<file path="config.mk">
export PLATFORM = sky130hd
export DESIGN_NAME = udp_checksum_engine_top
export DESIGN_NICKNAME = d
export VERILOG_FILES = /design/src/hdl/ucs_pkg.sv /design/src/hdl/ucs_front.sv /design/src/hdl/ucs_queue.sv /design/src/hdl/ucs_back.sv /design/src/hdl/udp_checksum_engine_top.sv
export VERILOG_INCLUDE_DIRS = /design/src /design/src/hdl
export SDC_FILE = /design/constraint.sdc
export NUM_CORES = 1
export LEC_CHECK = 0
export BUFFER_PORTS_ARGS = -buffer_cell sky130_fd_sc_hd__buf_2
export CAP_MARGIN = 20
export CORE_UTILIZATION = 35
export DETAILED_ROUTE_END_ITERATION = 10
export HOLD_SLACK_MARGIN = 0.1
export PLACE_DENSITY = 0.64
export SLEW_MARGIN = 20
export SYNTH_ARGS = -nofsm -noshare
export SYNTH_HDL_FRONTEND = slang
export SYNTH_SLANG_ARGS = --single-unit
</file>
<file path="constraint.sdc">
create_clock -name clk -period 11.9 [get_ports clk]
set_input_delay 0 -clock clk [delete_from_list [all_inputs] [get_ports clk]]
set_output_delay 0 -clock clk [all_outputs]
set_load 0.005 [all_outputs]
</file>
<file path="src/hdl/udp_checksum_engine_top_assert.svh">
// ---------------------------------------------------------------------------
// udp_checksum_engine_top_assert.svh
// Assertion macros shared by the checksum engine modules.
// ---------------------------------------------------------------------------
`ifndef UDP_CHECKSUM_ENGINE_TOP_ASSERT_SVH
`define UDP_CHECKSUM_ENGINE_TOP_ASSERT_SVH

// same-cycle implication, gated by reset
`define UCS_ASSERT_IMP(lbl, ante, cons, msg) \
  lbl: assert property (@(posedge clk) disable iff (!rst_n) (ante) |-> (cons)) \
    else $error(msg);

// next-cycle implication, gated by reset
`define UCS_ASSERT_NXT(lbl, ante, cons, msg) \
  lbl: assert property (@(posedge clk) disable iff (!rst_n) (ante) |=> (cons)) \
    else $error(msg);

`endif

</file>
<file path="src/hdl/ucs_pkg.sv">
// ---------------------------------------------------------------------------
// ucs_pkg
// Types and constants of the UDP checksum engine.
// ---------------------------------------------------------------------------
`default_nettype none

package ucs_pkg;

  localparam int unsigned WORD_W = 16;
  localparam int unsigned SUM_W  = 32;
  // six 16-bit terms of the pseudo-header never exceed 19 bits
  localparam int unsigned SEED_W = 19;
  // word index only needs to tell 0..3 apart from "past the checksum field"
  localparam int unsigned IDX_W  = 3;

  localparam logic [WORD_W-1:0] UDP_PROTOCOL  = 16'd17;
  localparam logic [IDX_W-1:0]  CSUM_WORD_IDX = 3'd3;
  localparam logic [IDX_W-1:0]  IDX_SAT       = 3'd4;
  localparam logic [WORD_W-1:0] ODD_PAD_MASK  = 16'hFF00;
  localparam logic [WORD_W-1:0] FOLD_ALL_ONES = 16'hFFFF;

  localparam logic MODE_COMPUTE = 1'b0;
  localparam logic MODE_VERIFY  = 1'b1;

  localparam int unsigned QUEUE_DEPTH_DEF = 4;

  typedef struct packed {
    logic              first;
    logic              last;
    logic              mode;
    logic [SEED_W-1:0] seed;
    logic [WORD_W-1:0] word;
  } entry_t;

endpackage

`default_nettype wire

</file>
<file path="src/hdl/ucs_front.sv">
// ---------------------------------------------------------------------------
// ucs_front
// Accepts segment words, tracks segment position and mode, masks the
// checksum field (compute) and odd-length pad byte, builds pseudo-header seed.
// ---------------------------------------------------------------------------
`default_nettype none

module ucs_front (
  input  wire logic                       clk,
  input  wire logic                       rst_n,
  input  wire logic                       in_valid,
  output logic                            in_stall,
  input  wire logic                       in_first_word,
  input  wire logic                       in_last_word,
  input  wire logic                       in_mode,
  input  wire logic [31:0]                in_source_address,
  input  wire logic [31:0]                in_destination_address,
  input  wire logic [15:0]                in_segment_length,
  input  wire logic [15:0]                in_data_word,
  input  wire logic                       q_full,
  output logic                            q_push,
  output ucs_pkg::entry_t                 q_push_data
);

  logic [ucs_pkg::IDX_W-1:0] idx_r, idx_nxt, idx_eff;
  logic                      mode_r, mode_nxt;
  logic                      odd_r, odd_nxt;
  logic [ucs_pkg::WORD_W-1:0] word_eff;
  logic [ucs_pkg::SEED_W-1:0] seed;

  assign in_stall = q_full;
  assign q_push   = in_valid && !q_full;

  always_comb begin
    seed = ucs_pkg::SEED_W'(in_source_address[31:16])
         + ucs_pkg::SEED_W'(in_source_address[15:0])
         + ucs_pkg::SEED_W'(in_destination_address[31:16])
         + ucs_pkg::SEED_W'(in_destination_address[15:0])
         + ucs_pkg::SEED_W'(ucs_pkg::UDP_PROTOCOL)
         + ucs_pkg::SEED_W'(in_segment_length);

    mode_nxt = in_first_word ? in_mode : mode_r;
    odd_nxt  = in_first_word ? in_segment_length[0] : odd_r;
    idx_eff  = in_first_word ? '0 : idx_r;

    word_eff = in_data_word;
    if (mode_nxt == ucs_pkg::MODE_COMPUTE && idx_eff == ucs_pkg::CSUM_WORD_IDX) begin
      word_eff = '0;
    end
    if (in_last_word && odd_nxt) begin
      word_eff = word_eff & ucs_pkg::ODD_PAD_MASK;
    end

    if (in_last_word) begin
      idx_nxt = '0;
    end else if (idx_eff == ucs_pkg::IDX_SAT) begin
      idx_nxt = idx_eff;
    end else begin
      idx_nxt = idx_eff + 1'b1;
    end

    q_push_data.first = in_first_word;
    q_push_data.last  = in_last_word;
    q_push_data.mode  = mode_nxt;
    q_push_data.seed  = seed;
    q_push_data.word  = word_eff;
  end

  always_ff @(posedge clk) begin
    if (!rst_n) begin
      idx_r  <= '0;
      mode_r <= ucs_pkg::MODE_COMPUTE;
      odd_r  <= 1'b0;
    end else if (q_push) begin
      idx_r  <= idx_nxt;
      mode_r <= mode_nxt;
      odd_r  <= odd_nxt;
    end
  end

endmodule

`default_nettype wire

</file>
<file path="src/hdl/ucs_queue.sv">
// ---------------------------------------------------------------------------
// ucs_queue
// Small first-word-fall-through queue between the front and back parts.
// ---------------------------------------------------------------------------
`default_nettype none

module ucs_queue #(
  parameter int unsigned Depth = ucs_pkg::QUEUE_DEPTH_DEF
) (
  input  wire logic            clk,
  input  wire logic            rst_n,
  input  wire logic            push,
  input  wire ucs_pkg::entry_t push_data,
  output logic                 full,
  input  wire logic            pop,
  output logic                 pop_valid,
  output ucs_pkg::entry_t      pop_data
);

  `include "udp_checksum_engine_top_assert.svh"

  localparam int unsigned PW = (Depth > 1) ? $clog2(Depth) : 1;
  localparam int unsigned CW = $clog2(Depth + 1);

  ucs_pkg::entry_t mem [Depth];
  logic [PW-1:0] wr_ptr_r, wr_ptr_nxt;
  logic [PW-1:0] rd_ptr_r, rd_ptr_nxt;
  logic [CW-1:0] cnt_r, cnt_nxt;

  assign full      = (cnt_r == CW'(Depth));
  assign pop_valid = (cnt_r != '0);
  assign pop_data  = mem[rd_ptr_r];

  always_comb begin
    wr_ptr_nxt = wr_ptr_r;
    rd_ptr_nxt = rd_ptr_r;
    cnt_nxt    = cnt_r;
    if (push) begin
      wr_ptr_nxt = (wr_ptr_r == PW'(Depth - 1)) ? '0 : wr_ptr_r + 1'b1;
    end
    if (pop) begin
      rd_ptr_nxt = (rd_ptr_r == PW'(Depth - 1)) ? '0 : rd_ptr_r + 1'b1;
    end
    if (push && !pop) begin
      cnt_nxt = cnt_r + 1'b1;
    end else if (pop && !push) begin
      cnt_nxt = cnt_r - 1'b1;
    end
  end

  always_ff @(posedge clk) begin
    if (!rst_n) begin
      wr_ptr_r <= '0;
      rd_ptr_r <= '0;
      cnt_r    <= '0;
    end else begin
      wr_ptr_r <= wr_ptr_nxt;
      rd_ptr_r <= rd_ptr_nxt;
      cnt_r    <= cnt_nxt;
    end
  end

  always_ff @(posedge clk) begin
    if (push) begin
      mem[wr_ptr_r] <= push_data;
    end
  end

  `UCS_ASSERT_IMP(a_no_push_full, full, !push, "queue written while full")
  `UCS_ASSERT_IMP(a_no_pop_empty, !pop_valid, !pop, "queue read while empty")
  `UCS_ASSERT_IMP(a_cnt_bound, 1'b1, cnt_r <= CW'(Depth), "queue count beyond depth")

endmodule

`default_nettype wire

</file>
<file path="src/hdl/ucs_back.sv">
// ---------------------------------------------------------------------------
// ucs_back
// Accumulates queued words onto the running sum, then folds and
// complements the finished sum into the result register.
// ---------------------------------------------------------------------------
`default_nettype none

module ucs_back (
  input  wire logic                        clk,
  input  wire logic                        rst_n,
  input  wire logic                        q_valid,
  input  wire ucs_pkg::entry_t             q_data,
  output logic                             q_pop,
  output logic                             out_valid,
  input  wire logic                        out_stall,
  output logic [ucs_pkg::WORD_W-1:0]       out_checksum,
  output logic                             out_checksum_ok
);

  `include "udp_checksum_engine_top_assert.svh"

  logic [ucs_pkg::SUM_W-1:0]  sum_r, sum_nxt, acc;
  logic                       fin_v_r;
  logic [ucs_pkg::SUM_W-1:0]  fin_sum_r;
  logic                       fin_mode_r;
  logic                       out_valid_r;
  logic [ucs_pkg::WORD_W-1:0] out_checksum_r;
  logic                       out_ok_r;
  logic                       out_move, fin_move, fin_free;
  logic [ucs_pkg::WORD_W:0]   fold1;
  logic [ucs_pkg::WORD_W-1:0] fold2;

  assign out_move = !out_valid_r || !out_stall;
  assign fin_move = fin_v_r && out_move;
  assign fin_free = !fin_v_r || out_move;
  assign q_pop    = q_valid && (!q_data.last || fin_free);

  always_comb begin
    acc = (q_data.first ? ucs_pkg::SUM_W'(q_data.seed) : sum_r)
        + ucs_pkg::SUM_W'(q_data.word);
    sum_nxt = sum_r;
    if (q_pop) begin
      sum_nxt = q_data.last ? '0 : acc;
    end
    // two end-around folds of the finished sum
    fold1 = (ucs_pkg::WORD_W + 1)'(fin_sum_r[31:16])
          + (ucs_pkg::WORD_W + 1)'(fin_sum_r[15:0]);
    fold2 = ucs_pkg::WORD_W'(fold1[15:0] + ucs_pkg::WORD_W'(fold1[16]));
  end

  always_ff @(posedge clk) begin
    if (!rst_n) begin
      sum_r       <= '0;
      fin_v_r     <= 1'b0;
      out_valid_r <= 1'b0;
    end else begin
      sum_r <= sum_nxt;
      if (q_pop && q_data.last) begin
        fin_v_r <= 1'b1;
      end else if (fin_move) begin
        fin_v_r <= 1'b0;
      end
      if (fin_move) begin
        out_valid_r <= 1'b1;
      end else if (!out_stall) begin
        out_valid_r <= 1'b0;
      end
    end
  end

  always_ff @(posedge clk) begin
    if (q_pop && q_data.last) begin
      fin_sum_r  <= acc;
      fin_mode_r <= q_data.mode;
    end
    if (fin_move) begin
      out_checksum_r <= ~fold2;
      out_ok_r       <= (fin_mode_r == ucs_pkg::MODE_VERIFY)
                        && (fold2 == ucs_pkg::FOLD_ALL_ONES);
    end
  end

  assign out_valid       = out_valid_r;
  assign out_checksum    = out_checksum_r;
  assign out_checksum_ok = out_ok_r;

  `UCS_ASSERT_NXT(a_sum_cleared, q_pop && q_data.last, sum_r == '0,
    "running sum not cleared after last word")
  `UCS_ASSERT_IMP(a_fin_no_overrun, fin_v_r && !out_move, !(q_pop && q_data.last),
    "finished sum overwritten while held")
  `UCS_ASSERT_IMP(a_ok_means_zero, out_valid_r && out_ok_r, out_checksum_r == '0,
    "pass flag set with nonzero checksum")

endmodule

`default_nettype wire

</file>
<file path="src/hdl/udp_checksum_engine_top.sv">
// ---------------------------------------------------------------------------
// udp_checksum_engine_top
// UDP checksum, IPv4 pseudo-header, one 16-bit word per cycle unless stalled.
// ---------------------------------------------------------------------------
// Takes one segment word per cycle unless in_stall is high; the first word
// of a segment also carries the addresses, UDP length and mode (0 compute,
// 1 verify). The rate is set by the 32-bit accumulator adder in the back
// part, which retires one queued word per cycle unless a last word waits
// for the result path. The result (checksum and pass flag) is registered;
// a small queue and a two-deep result path let either side stall on its own.
`default_nettype none

module udp_checksum_engine_top #(
  parameter int unsigned QueueDepth = ucs_pkg::QUEUE_DEPTH_DEF
) (
  input  wire logic        clk,
  input  wire logic        rst_n,
  input  wire logic        in_valid,
  output logic             in_stall,
  input  wire logic        in_first_word,
  input  wire logic        in_last_word,
  input  wire logic        in_mode,
  input  wire logic [31:0] in_source_address,
  input  wire logic [31:0] in_destination_address,
  input  wire logic [15:0] in_segment_length,
  input  wire logic [15:0] in_data_word,
  output logic             out_valid,
  input  wire logic        out_stall,
  output logic [15:0]      out_checksum,
  output logic             out_checksum_ok
);

  logic            q_full, q_push, q_pop, q_valid;
  ucs_pkg::entry_t q_push_data, q_data;

  ucs_front u_front (
    .clk                    (clk),
    .rst_n                  (rst_n),
    .in_valid               (in_valid),
    .in_stall               (in_stall),
    .in_first_word          (in_first_word),
    .in_last_word           (in_last_word),
    .in_mode                (in_mode),
    .in_source_address      (in_source_address),
    .in_destination_address (in_destination_address),
    .in_segment_length      (in_segment_length),
    .in_data_word           (in_data_word),
    .q_full                 (q_full),
    .q_push                 (q_push),
    .q_push_data            (q_push_data)
  );

  ucs_queue #(
    .Depth (QueueDepth)
  ) u_queue (
    .clk       (clk),
    .rst_n     (rst_n),
    .push      (q_push),
    .push_data (q_push_data),
    .full      (q_full),
    .pop       (q_pop),
    .pop_valid (q_valid),
    .pop_data  (q_data)
  );

  ucs_back u_back (
    .clk             (clk),
    .rst_n           (rst_n),
    .q_valid         (q_valid),
    .q_data          (q_data),
    .q_pop           (q_pop),
    .out_valid       (out_valid),
    .out_stall       (out_stall),
    .out_checksum    (out_checksum),
    .out_checksum_ok (out_checksum_ok)
  );

endmodule

`default_nettype wire

</file>
# --- Word level (Yosys, flattened, before mapping) ---
# Memories as Yosys holds them, arrays and structs flattened. A register that Yosys moved wholly into a read port is not among the register bits.
# Cells that the tools add are included.
totals:
  ff_bits: 96
  ram_bits: 152
  output_inout_bits: 19
  elab_cells: 79
  n_memories: 1
memory_table:
  columns: ["memory", "depth", "word_bits", "rd", "rd_clocked_by_memory_dff", "write_ports", "line_no", "rtl"]
  rows:
  - ["u_queue.mem", 4, 38, 1, 1, 1, "ucs_queue.sv:25", "ucs_pkg::entry_t mem [Depth];"]
op_classes:
  n_addsub: 13
  n_reduce_logical: 22
  mux: 21
  bitwise: 2
  eq_ne: 7
op_table:
  columns: ["operator", "count"]
  rows:
  - ["two-way mux 32 bit", 2]
  - ["adder 19 x 16 -> 19 bit", 3]
  - ["adder 16 x 16 -> 17 bit", 2]
  - ["adder 32 x 16 -> 32 bit", 1]
  - ["adder 19 x 5 -> 19 bit, second input constant", 1]
  - ["adder 16 x 1 -> 16 bit", 1]
  - ["equality test 16 bit, second input constant", 1]
  - ["two-way mux 16 bit", 1]
  - ["NOT 16 bit", 1]
  - ["two-way mux 3 bit", 5]
  - ["logical AND 1 bit", 9]
  - ["two-way mux 1 bit", 8]
  - ["two-way mux 2 bit", 4]
  - ["two-way mux 8 bit", 1]
  - ["zero test 1 bit", 7]
  - ["adder 3 x 1 -> 3 bit, second input constant", 2]
  - ["equality test 3 bit, second input constant", 2]
  - ["adder 2 x 1 -> 2 bit, second input constant", 2]
  - ["equality test 2 bit, second input constant", 2]
  - ["nonzero test 2 bit", 2]
  - ["equality test 3 x 2 -> 1 bit, second input constant", 1]
  - ["logical OR 1 bit", 3]
  - ["nonzero test 3 bit", 1]
  - ["subtractor 3 x 1 -> 3 bit, second input constant", 1]
  - ["2 further kinds", 2]

# --- Logic depth before layout (Yosys ltp) ---
# Gate-level depths: netlist of run 1.
logic_depth:
  ltp_word: 8
  mapped_depth: 23
  ltp_nobuf: 23

# --- Hierarchy ---
# Synthesis of run 1 repeated with hierarchy kept, for this count alone.
hier_totals:
  cells_unflattened: 1181
  area_unflattened_um2: 14428.8
modules_own_cells:
  columns: ["module", "area_each_um2", "seq_area_each_um2", "cells_each", "n_inst"]
  rows:
  - ["ucs_queue", 5957.0, 4744.6, 242, 1]
  - ["ucs_back", 5534.1, 2182.1, 562, 1]
  - ["ucs_front", 2937.8, 100.1, 377, 1]

# --- Least setup slack after synthesis of run 1 ---
# OpenSTA, ideal clock, no wires.
synth_timing:
  path_kind: "register to register"
  start: "register u_back.fin_sum_r[0] in the netlist's numbering"
  end: "register u_back.out_ok_r, in the netlist u_back.out_checksum_ok (data pin)"
  setup_time_ns: 0.150
  arrival_time_ns: 4.617
  setup_slack_ns: 7.134
  path_stages_with_launch: 20
  path_buffers: 0
  t_required_ns: 11.750
  path_cell_list: "edfxtp_1 -> ha_1 -> fa_1 -> a211oi_1 -> o21bai_1 -> a41oi_1 -> a211oi_1 -> o21ai_0 -> a21oi_1 -> o21ai_0 -> nand2b_1 -> ha_1 -> ha_1 -> and3_4 -> xnor2_1 -> or4_1 -> or4_1 -> or4_1 -> or4_1 -> nor3_2"
synth_between:
  elab_chain_len: 4
synth_lines:
  columns: ["item", "line_no", "rtl"]
  rows:
  - ["start: declaration", "ucs_back.sv:24", "logic [ucs_pkg::SUM_W-1:0] fin_sum_r;"]
  - ["start signal: assignment", "ucs_back.sv:73", "fin_sum_r <= acc;"]
  - ["adder 16 x 16 -> 17 bit", "ucs_back.sv:47", "+ (ucs_pkg::WORD_W + 1)'(fin_sum_r[15:0]);"]
  - ["adder 16 x 1 -> 16 bit", "ucs_back.sv:48", "fold2 = ucs_pkg::WORD_W'(fold1[15:0] + ucs_pkg::WORD_W'(fold1[16]));"]
  - ["equality test 16 bit", "ucs_back.sv:79", "&& (fold2 == ucs_pkg::FOLD_ALL_ONES);"]
  - ["logical AND 1 bit", "ucs_back.sv:79", null]
  - ["end signal: assignment", "ucs_back.sv:78", "out_ok_r <= (fin_mode_r == ucs_pkg::MODE_VERIFY)"]
  - ["end: declaration", "ucs_back.sv:28", "logic out_ok_r;"]
# No other way between the ends.
# A chain may end at the register's enable or synchronous reset.

==> flow_summary_export.csv, run 1 <==
group,metric,value,unit
synth,post_synth_instance_area,13800,µm²
route,route.antenna.remaining_nets,0,
worst_setup_path,kind_of_critical_path,"reg -> reg",
power_and_ir_drop,power.share.switching,39.8,%
power_and_ir_drop,clock_power_share,15.9,%
power_and_ir_drop,power.share.combinational,52.8,%
cts,cts-htree-levels,1,
worst_setup_path,cp_max_fo,39,
synth,yosys.area.top_type,"edfxtp_1",
worst_setup_path,critPathLaunchType,"flop",
route,viasPerCell,4.94,
min_path,hp-start,"in_segment_length[4]",
synth,synth_cells,1104,
cts,cts.repair_timing.setup_buffer_count,0,
synth,synth.lib_cells_used.distinct,69,
route,detail_route.wirelength,27.4,mm
cts,cts.reportedPaths.clkPinSlew,0.06,ns
global_route,grt_first_pass_wirelength,44.8,mm
synth,synth.most_common_cell,"edfxtp_1",
sta,fin_tns_setup,0,ns
final_layout,layout.filler_cells,3688,
synth,synth_largest_type_area_fraction,44.0,%
cts,cts_tree,"built",
power_and_ir_drop,total_leakage_power,0.00627,µW
final_layout,layout.nets,1499,
cts,tritoncts.num_buffers,26,
sta,finalWorstPathRequiredPeriod,5.27,ns
die,initial_core_utilization,35.6,%
synth,postSynthAreaPerCell,12.5,µm²
sta,max_freq,0.190,GHz
worst_setup_path,worstSetupEndpointType,"flop",
global_route,number_of_global_route_vias_before_repair,9099,
placed_design,io_buffer_count,121,
cts,cts-resized-gates,0,
global_route,grt_antenna_before_repair,2,
sta,final-setup-viol-count,0,
synth,synth_enable_flop_cells,202,
route,drt-pass1-iter-count,5,
power_and_ir_drop,total_switching_power,1850,µW
cts,numClockSinks,250,
global_route,grt_overflow_total,0,
power_and_ir_drop,power.sequential.fraction,31.2,%
die,io-pin-count,122,
min_path,hold_path.class,"in -> reg",
sta,layout_worst_path_cycle_share,44.3,%
sta,final-hold-violation-count,0,
synth,number_of_warnings_reported_in_the_yosys_synthesis_log,0,
die,design.die.area,40200,µm²
sta,tightest_slew,1.03,ns
die,placeableCoreArea,38700,µm²
die,die_y,201,µm
final_layout,layout-area-overhead-vs-synth,16.6,%
global_route,track_usage,13.6,%
die,x_dimension_of_the_die,201,µm
cts,ctsLongestPathBuffers,3,
power_and_ir_drop,irDropWorstVdd,0.109,mV
cts,cts_root_buffer,"clkbuf_16",
placed_design,place.detailed.instances,1727,
sta,grt_setup_unrepaired,"no",
route,route.detailed.drc,0,
sta,timing.final.max_slew_violations,0,
route,post_drt_wl_per_cell,15.2,µm
synth,synth_ff_type,"edfxtp_1",
synth,synth_common_cells,"edfxtp_1, nand2_1, ha_1",
worst_setup_path,timing.critical_path.required,12.32,ns
cts,clk_latency,0.53,ns
synth,synth_sequential_area_ratio,50.9,%
run_status,run_status,"finished clean",
synth,synthArstFlopShare,0,%
final_layout,share_of_layout_cells_above_drive_strength_1,17.7,%
global_route,grt_start_max_net_pins,40,
synth,synth.area.top_cells,"edfxtp_1, ha_1, dfxtp_1, mux4_2, fa_1",
placed_design,routabilityCongestion,0.822,
route,via_count,8904,
sta,max-slew-margin-rel,30.6,%
synth,syn_nets,1339,
power_and_ir_drop,power.internal,2810,µW
run,timing.max_cap.violations,0,
synth,yosys_register_bits,250,
die,core.rowCount,72,
worst_setup_path,arrival,5.69,ns
placed_design,detailed_place_hpwl,19.7,mm
power_and_ir_drop,p_per_area,290,nW/µm²
final_layout,final_cell_count_no_fill,1803,
route,drt_iter0_markers,451,
sta,skew,0.0129,ns
[per-layer routing]
| metal | track usage, % | part of all wire [%] | up-vias |
|---|---|---|---|
| met2 | 24.1 | 48 | 217 |
| met4 | 3.46 | 2.0 | 0 |
| li1 | - | - | 4382 |
| met1 | 17.1 | 44 | 4264 |
| met3 | 2.34 | 5.1 | 41 |
| met5 | 0 | 0 | - |
[cell families (layout without fill, tap and decap cells)]
group | count (synthesis) | after routing | share of synthesized area (%)
AOI/OAI and AO/OA | 186 | 186 | 9.09
xor gates and xnor gates | 82 | 82 | 5.26
adders and majority gates | 132 | 132 | 13.9
buffers and inverters | 101 | 280 | 2.76
DFF | 250 | 250 | 50.9
muxes | 50 | 50 | 7.00
other | 0 | 2 | 0
and+or+nand+nor | 303 | 303 | 11.0
[worst max-delay path: stages (launching register included)]
cell,delay (ns)
dfxtp_1,0.31
buf_4,0.47
mux2i_1,0.32
mux2_2,0.58
nand2_1,0.10
nand2_1,0.09
ha_1,0.17
inv_1,0.06
fa_1,0.39
nor2b_1,0.13
o21a_1,0.13
o21ai_0,0.10
a21o_1,0.21
a211o_1,0.28
nor4b_1,0.17
o31ai_1,0.86
nand3_1,0.27
and3_1,0.24
a211o_1,0.25
[per-stage QoR]
| stage | cell area, µm² | total power, µW | hold slack, ns | utilization [%] | setup WS, ns |
|---|---|---|---|---|---|
| finish | 16100 | 4660 | 0.226 | 41.5 | 6.63 |
| global route | 16100 | 5010 | 0.237 | 41.5 | 6.19 |
| CTS | 16100 | 4690 | 0.212 | 41.5 | 6.68 |
| detailed placement | 15000 | 3920 | 0.320 | 38.8 | 6.60 |
| global placement | 15000 | 3870 | 0.299 | 38.8 | 6.71 |
| floorplan | 13800 | 3290 | 0.0989 | - | 7.13 |
[placed cells by master, fill, tap and decap left out, types with 9 or more instances in the layout]
cell type,n
nand2b_1,10
a21o_1,15
nor3_1,21
o21bai_1,10
nand3_1,22
xnor2_1,52
a21oi_1,44
buf_4,9
and3_1,12
mux2i_1,10
a22oi_1,14
dlygate4sd3_1,27
xor2_1,29
o21ai_0,28
nand2_1,106
o21a_1,10
mux4_2,37
nor2b_1,24
buf_2,121
nor2_1,41
clkbuf_16,27
edfxtp_1,202
ha_1,96
dfxtp_1,47
inv_1,76
fa_1,36
and2_1,23
[power by group through the flow]
stage               combinational [µW]  sequential (µW)  clock [µW]
detailed placement                2450             1480           0
global route                      2740             1480         794
finish                            2460             1460         743
CTS                               2470             1460         763
floorplan                         1830             1460           0
global placement                  2400             1470           0
[sequential cells by signal, indices dropped and copies added (netlist names), 2 cells and up, named ones only]
register	count
u_back.sum_r	32
u_queue.cnt_r	3
u_queue.mem	152
u_back.out_checksum	16
u_front.idx_r	3
u_back.fin_sum_r	32
u_queue.rd_ptr_r	2
u_queue.wr_ptr_r	2
[area by class of cell]
| class | instances | area (µm²) | share of cell area, % |
|---|---|---|---|
| flip-flops and latches | 250 | 7030 | 43.7 |
| multi-input cells | 753 | 6400 | 39.8 |
| repair buffers | 157 | 943 | 5.86 |
| clock buffers | 36 | 719 | 4.47 |
| well taps | 518 | 648 | 4.03 |
| inverters | 76 | 285 | 1.77 |
| clock inverters | 11 | 61.3 | 0.381 |
| diodes | 2 | 5.00 | 0.0311 |
[path summary, 6_finish.rpt]
kind	slack [ns]	depth (start not counted)	endpoint
max	6.63	18	u_back.sum_r[30]
min	0.23	4	u_queue.mem[2][21]
max reg2reg	6.63	18	u_back.sum_r[30]
min reg2reg	0.48	2	u_front.idx_r[0]
[repair_timing]
| action | in CTS | in global routing |
|---|---|---|
| hold endpoints to repair | 126 | 0 |
| hold buffers | 27 | 0 |
| setup endpoints to repair | 0 | 0 |
No activity file was read; power rests on OpenSTA's default activity.
==> run 2: changes to the inputs <==
--- a/config.mk
+++ b/config.mk
@@ -11,7 +11,7 @@
 export CORE_UTILIZATION = 35
 export DETAILED_ROUTE_END_ITERATION = 10
 export HOLD_SLACK_MARGIN = 0.1
-export PLACE_DENSITY = 0.64
+export PLACE_DENSITY = 0.65
 export SLEW_MARGIN = 20
 export SYNTH_ARGS = -nofsm -noshare
 export SYNTH_HDL_FRONTEND = slang
==> constraint.sdc (replaced) <==
create_clock -name clk -period 4.68 [get_ports clk]
set_input_delay 0 -clock clk [delete_from_list [all_inputs] [get_ports clk]]
set_output_delay 0 -clock clk [all_outputs]
set_load 0.005 [all_outputs]
==> flow_summary_export.csv, run 2 (synthesis gave the netlist of run 1 again) <==
group,metric,value,unit
final_layout,registers.top_by_ff_count,"u_queue.mem",
die,die_y,201,µm
power_and_ir_drop,irDropWorstVdd,0.290,mV
cts,cts.reportedPaths.clkPinSlew,0.06,ns
final_layout,largest_register_ffs,152,
run_status,run_status,"complete, but fails checks",
die,io-pin-count,122,
worst_setup_path,kind_of_critical_path,"reg -> reg",
run,timing.max_cap.violations,0,
worst_setup_path,cp_max_fo,2,
worst_setup_path,timing.rr.start,"u_back.fin_sum_r[0]",
cts,cts-htree-levels,1,
min_path,worst_hold_path.num_cells,4,
route,route.detailed.drc,0,
final_layout,mostFrequentLayoutCell,"edfxtp_1",
final_layout,layout.nets,1585,
sta,layout_worst_path_cycle_share,101,%
final_layout,share_of_layout_cells_above_drive_strength_1,23.8,%
cts,cts_tree,"built",
die,initial_core_utilization,35.6,%
final_layout,layout.filler_cells,3611,
final_layout,final_cell_area,16900,µm²
sta,finalWorstSetupSlack,-0.0333,ns
sta,max_freq,0.212,GHz
worst_setup_path,reg2reg_slack,-0.03,ns
global_route,grt_first_pass_wirelength,46.0,mm
global_route,grt_overflow_total,0,
route,route.antenna.remaining_nets,0,
final_layout,biggestRegsByFlops,"u_queue.mem x152, u_back.fin_sum_r x32, u_back.sum_r x32",
run_status,failed_checks,"setup timing",
sta,final-hold-violation-count,0,
min_path,hold_path.class,"in -> reg",
sta,skew,0.0132,ns
min_path,hp-start,"in_segment_length[1]",
cts,cts_root_buffer,"clkbuf_16",
sta,final-setup-viol-count,1,
die,design.die.area,40200,µm²
min_path,min_delay_worst_endpoint,"u_queue.mem[3][17]",
final_layout,most-common-layout-cells,"edfxtp_1, buf_2, nand2_1",
global_route,grt_antenna_before_repair,1,
route,via_count,9309,
worst_setup_path,crit-reg2reg-capture,"u_back.out_checksum_ok",
sta,tightest_slew,0.846,ns
global_route,number_of_global_route_vias_before_repair,9325,
sta,finalWorstPathRequiredPeriod,4.71,ns
cts,numClockSinks,250,
sta,fin_worst_hold_slack,0.211,ns
sta,timing.final.max_slew_violations,0,
global_route,grt_start_max_net_pins,39,
sta,grt_setup_unrepaired,"yes",
route,post_drt_wl_per_cell,15.0,µm
worst_setup_path,arrival,5.08,ns
power_and_ir_drop,p_per_area,774,nW/µm²
final_layout,layout-area-overhead-vs-synth,22.5,%
die,x_dimension_of_the_die,201,µm
worst_setup_path,timing.critical_path.required,5.05,ns
global_route,track_usage,13.9,%
route,drt-pass1-iter-count,5,
worst_setup_path,worstSetupEndpointType,"flop",
placed_design,io_buffer_count,121,
route,drt_iter0_markers,459,
cts,ctsLongestPathBuffers,3,
die,core.rowCount,72,
placed_design,detailed_place_hpwl,20.7,mm
worst_setup_path,critPathLaunchType,"flop",
cts,clk_latency,0.53,ns
placed_design,post_dp_cell_area,15600,µm²
die,placeableCoreArea,38700,µm²
placed_design,routabilityCongestion,0.861,
worst_setup_path,reg2regPathDepth,19,
power_and_ir_drop,total_leakage_power,0.00674,µW
sta,max-slew-margin-rel,43.6,%
cts,tritoncts.num_buffers,26,
route,viasPerCell,4.94,
route,detail_route.wirelength,28.4,mm
## run 2: what timing repair did
action	in CTS	in global routing
hold buffers	27	0
gates resized for setup	8	15
hold endpoints to repair	126	0
endpoints found under the setup margin	1	25
buffers inserted	10	2
pin swaps	4	5
## run 2: worst max-delay path by stage
stage                         start                     end  slack [ns]  cells after the start
2_1_floorplan   u_back.fin_sum_r[0]  u_back.out_checksum_ok     0.00009                     19
3_5_place_dp   in_source_address[0]      u_queue.mem[0][31]       -0.34                     21
6_report        u_back.fin_sum_r[0]  u_back.out_checksum_ok       -0.03                     19
4_1_cts         u_back.fin_sum_r[0]  u_back.out_checksum_ok       -0.02                     19
3_3_place_gp   in_source_address[0]      u_queue.mem[0][34]       -0.28                     22
5_1_grt        u_back.fin_sum_r[16]  u_back.out_checksum_ok       -0.24                     19
## run 2: worst max-delay path, cell delays in order (launching register included)
cell	delay, ns
edfxtp_1	0.38
ha_2	0.21
fa_2	0.37
a211oi_4	0.24
o21bai_2	0.10
a41oi_2	0.26
a211oi_2	0.11
o21ai_1	0.14
a21oi_1	0.08
o21ai_1	0.11
nand2b_1	0.07
ha_2	0.20
ha_4	0.16
and3_4	0.15
xnor2_2	0.13
or4_1	0.51
or4_1	0.40
or4_1	0.41
or4_4	0.42
nor3_2	0.11
## run 2: power breakdown
part	switching (µW)	internal (µW)
combinational	3940	3370
clock	814	1210
sequential	194	3540
total	4950	8130
## run 2: layout make-up
type                    instances  area (µm²)  share of cell area, %
clock inverters                12         138                  0.814
inverters                      76         285                   1.69
diodes                          1        2.50                 0.0148
clock buffers                  33         698                   4.13
repair buffers                243        1610                   9.55
well taps                     518         648                   3.83
multi-input cells             753        6490                   38.4
flip-flops and latches        250        7030                   41.6
## run 2: layer usage
| layer | vias up | wire length [µm] | track usage [%] | part of all wire [%] |
|---|---|---|---|---|
| li1 | 4558 | - | - | - |
| met1 | 4452 | 12300 | 17.6 | 43 |
| met2 | 253 | 13900 | 24.8 | 49 |
| met3 | 46 | 1590 | 2.01 | 5.6 |
| met4 | 0 | 553 | 3.54 | 2.0 |
| met5 | - | 0 | 0 | 0 |
## run 2: per-stage QoR
stage                     TNS, ns  util [%]  instances  total power [µW]  setup slack (ns)
after detailed placement    -6.66      40.3       1801             10800            -0.336
final                     -0.0333      43.6       1886             13100           -0.0333
after CTS                 -0.0174      43.4       1883             13000           -0.0174
after floorplan                 0         -       1104              8380         0.0000924
after global placement      -4.85      40.3       1801             10600            -0.276
after global routing       -0.311      43.6       1886             14100            -0.245
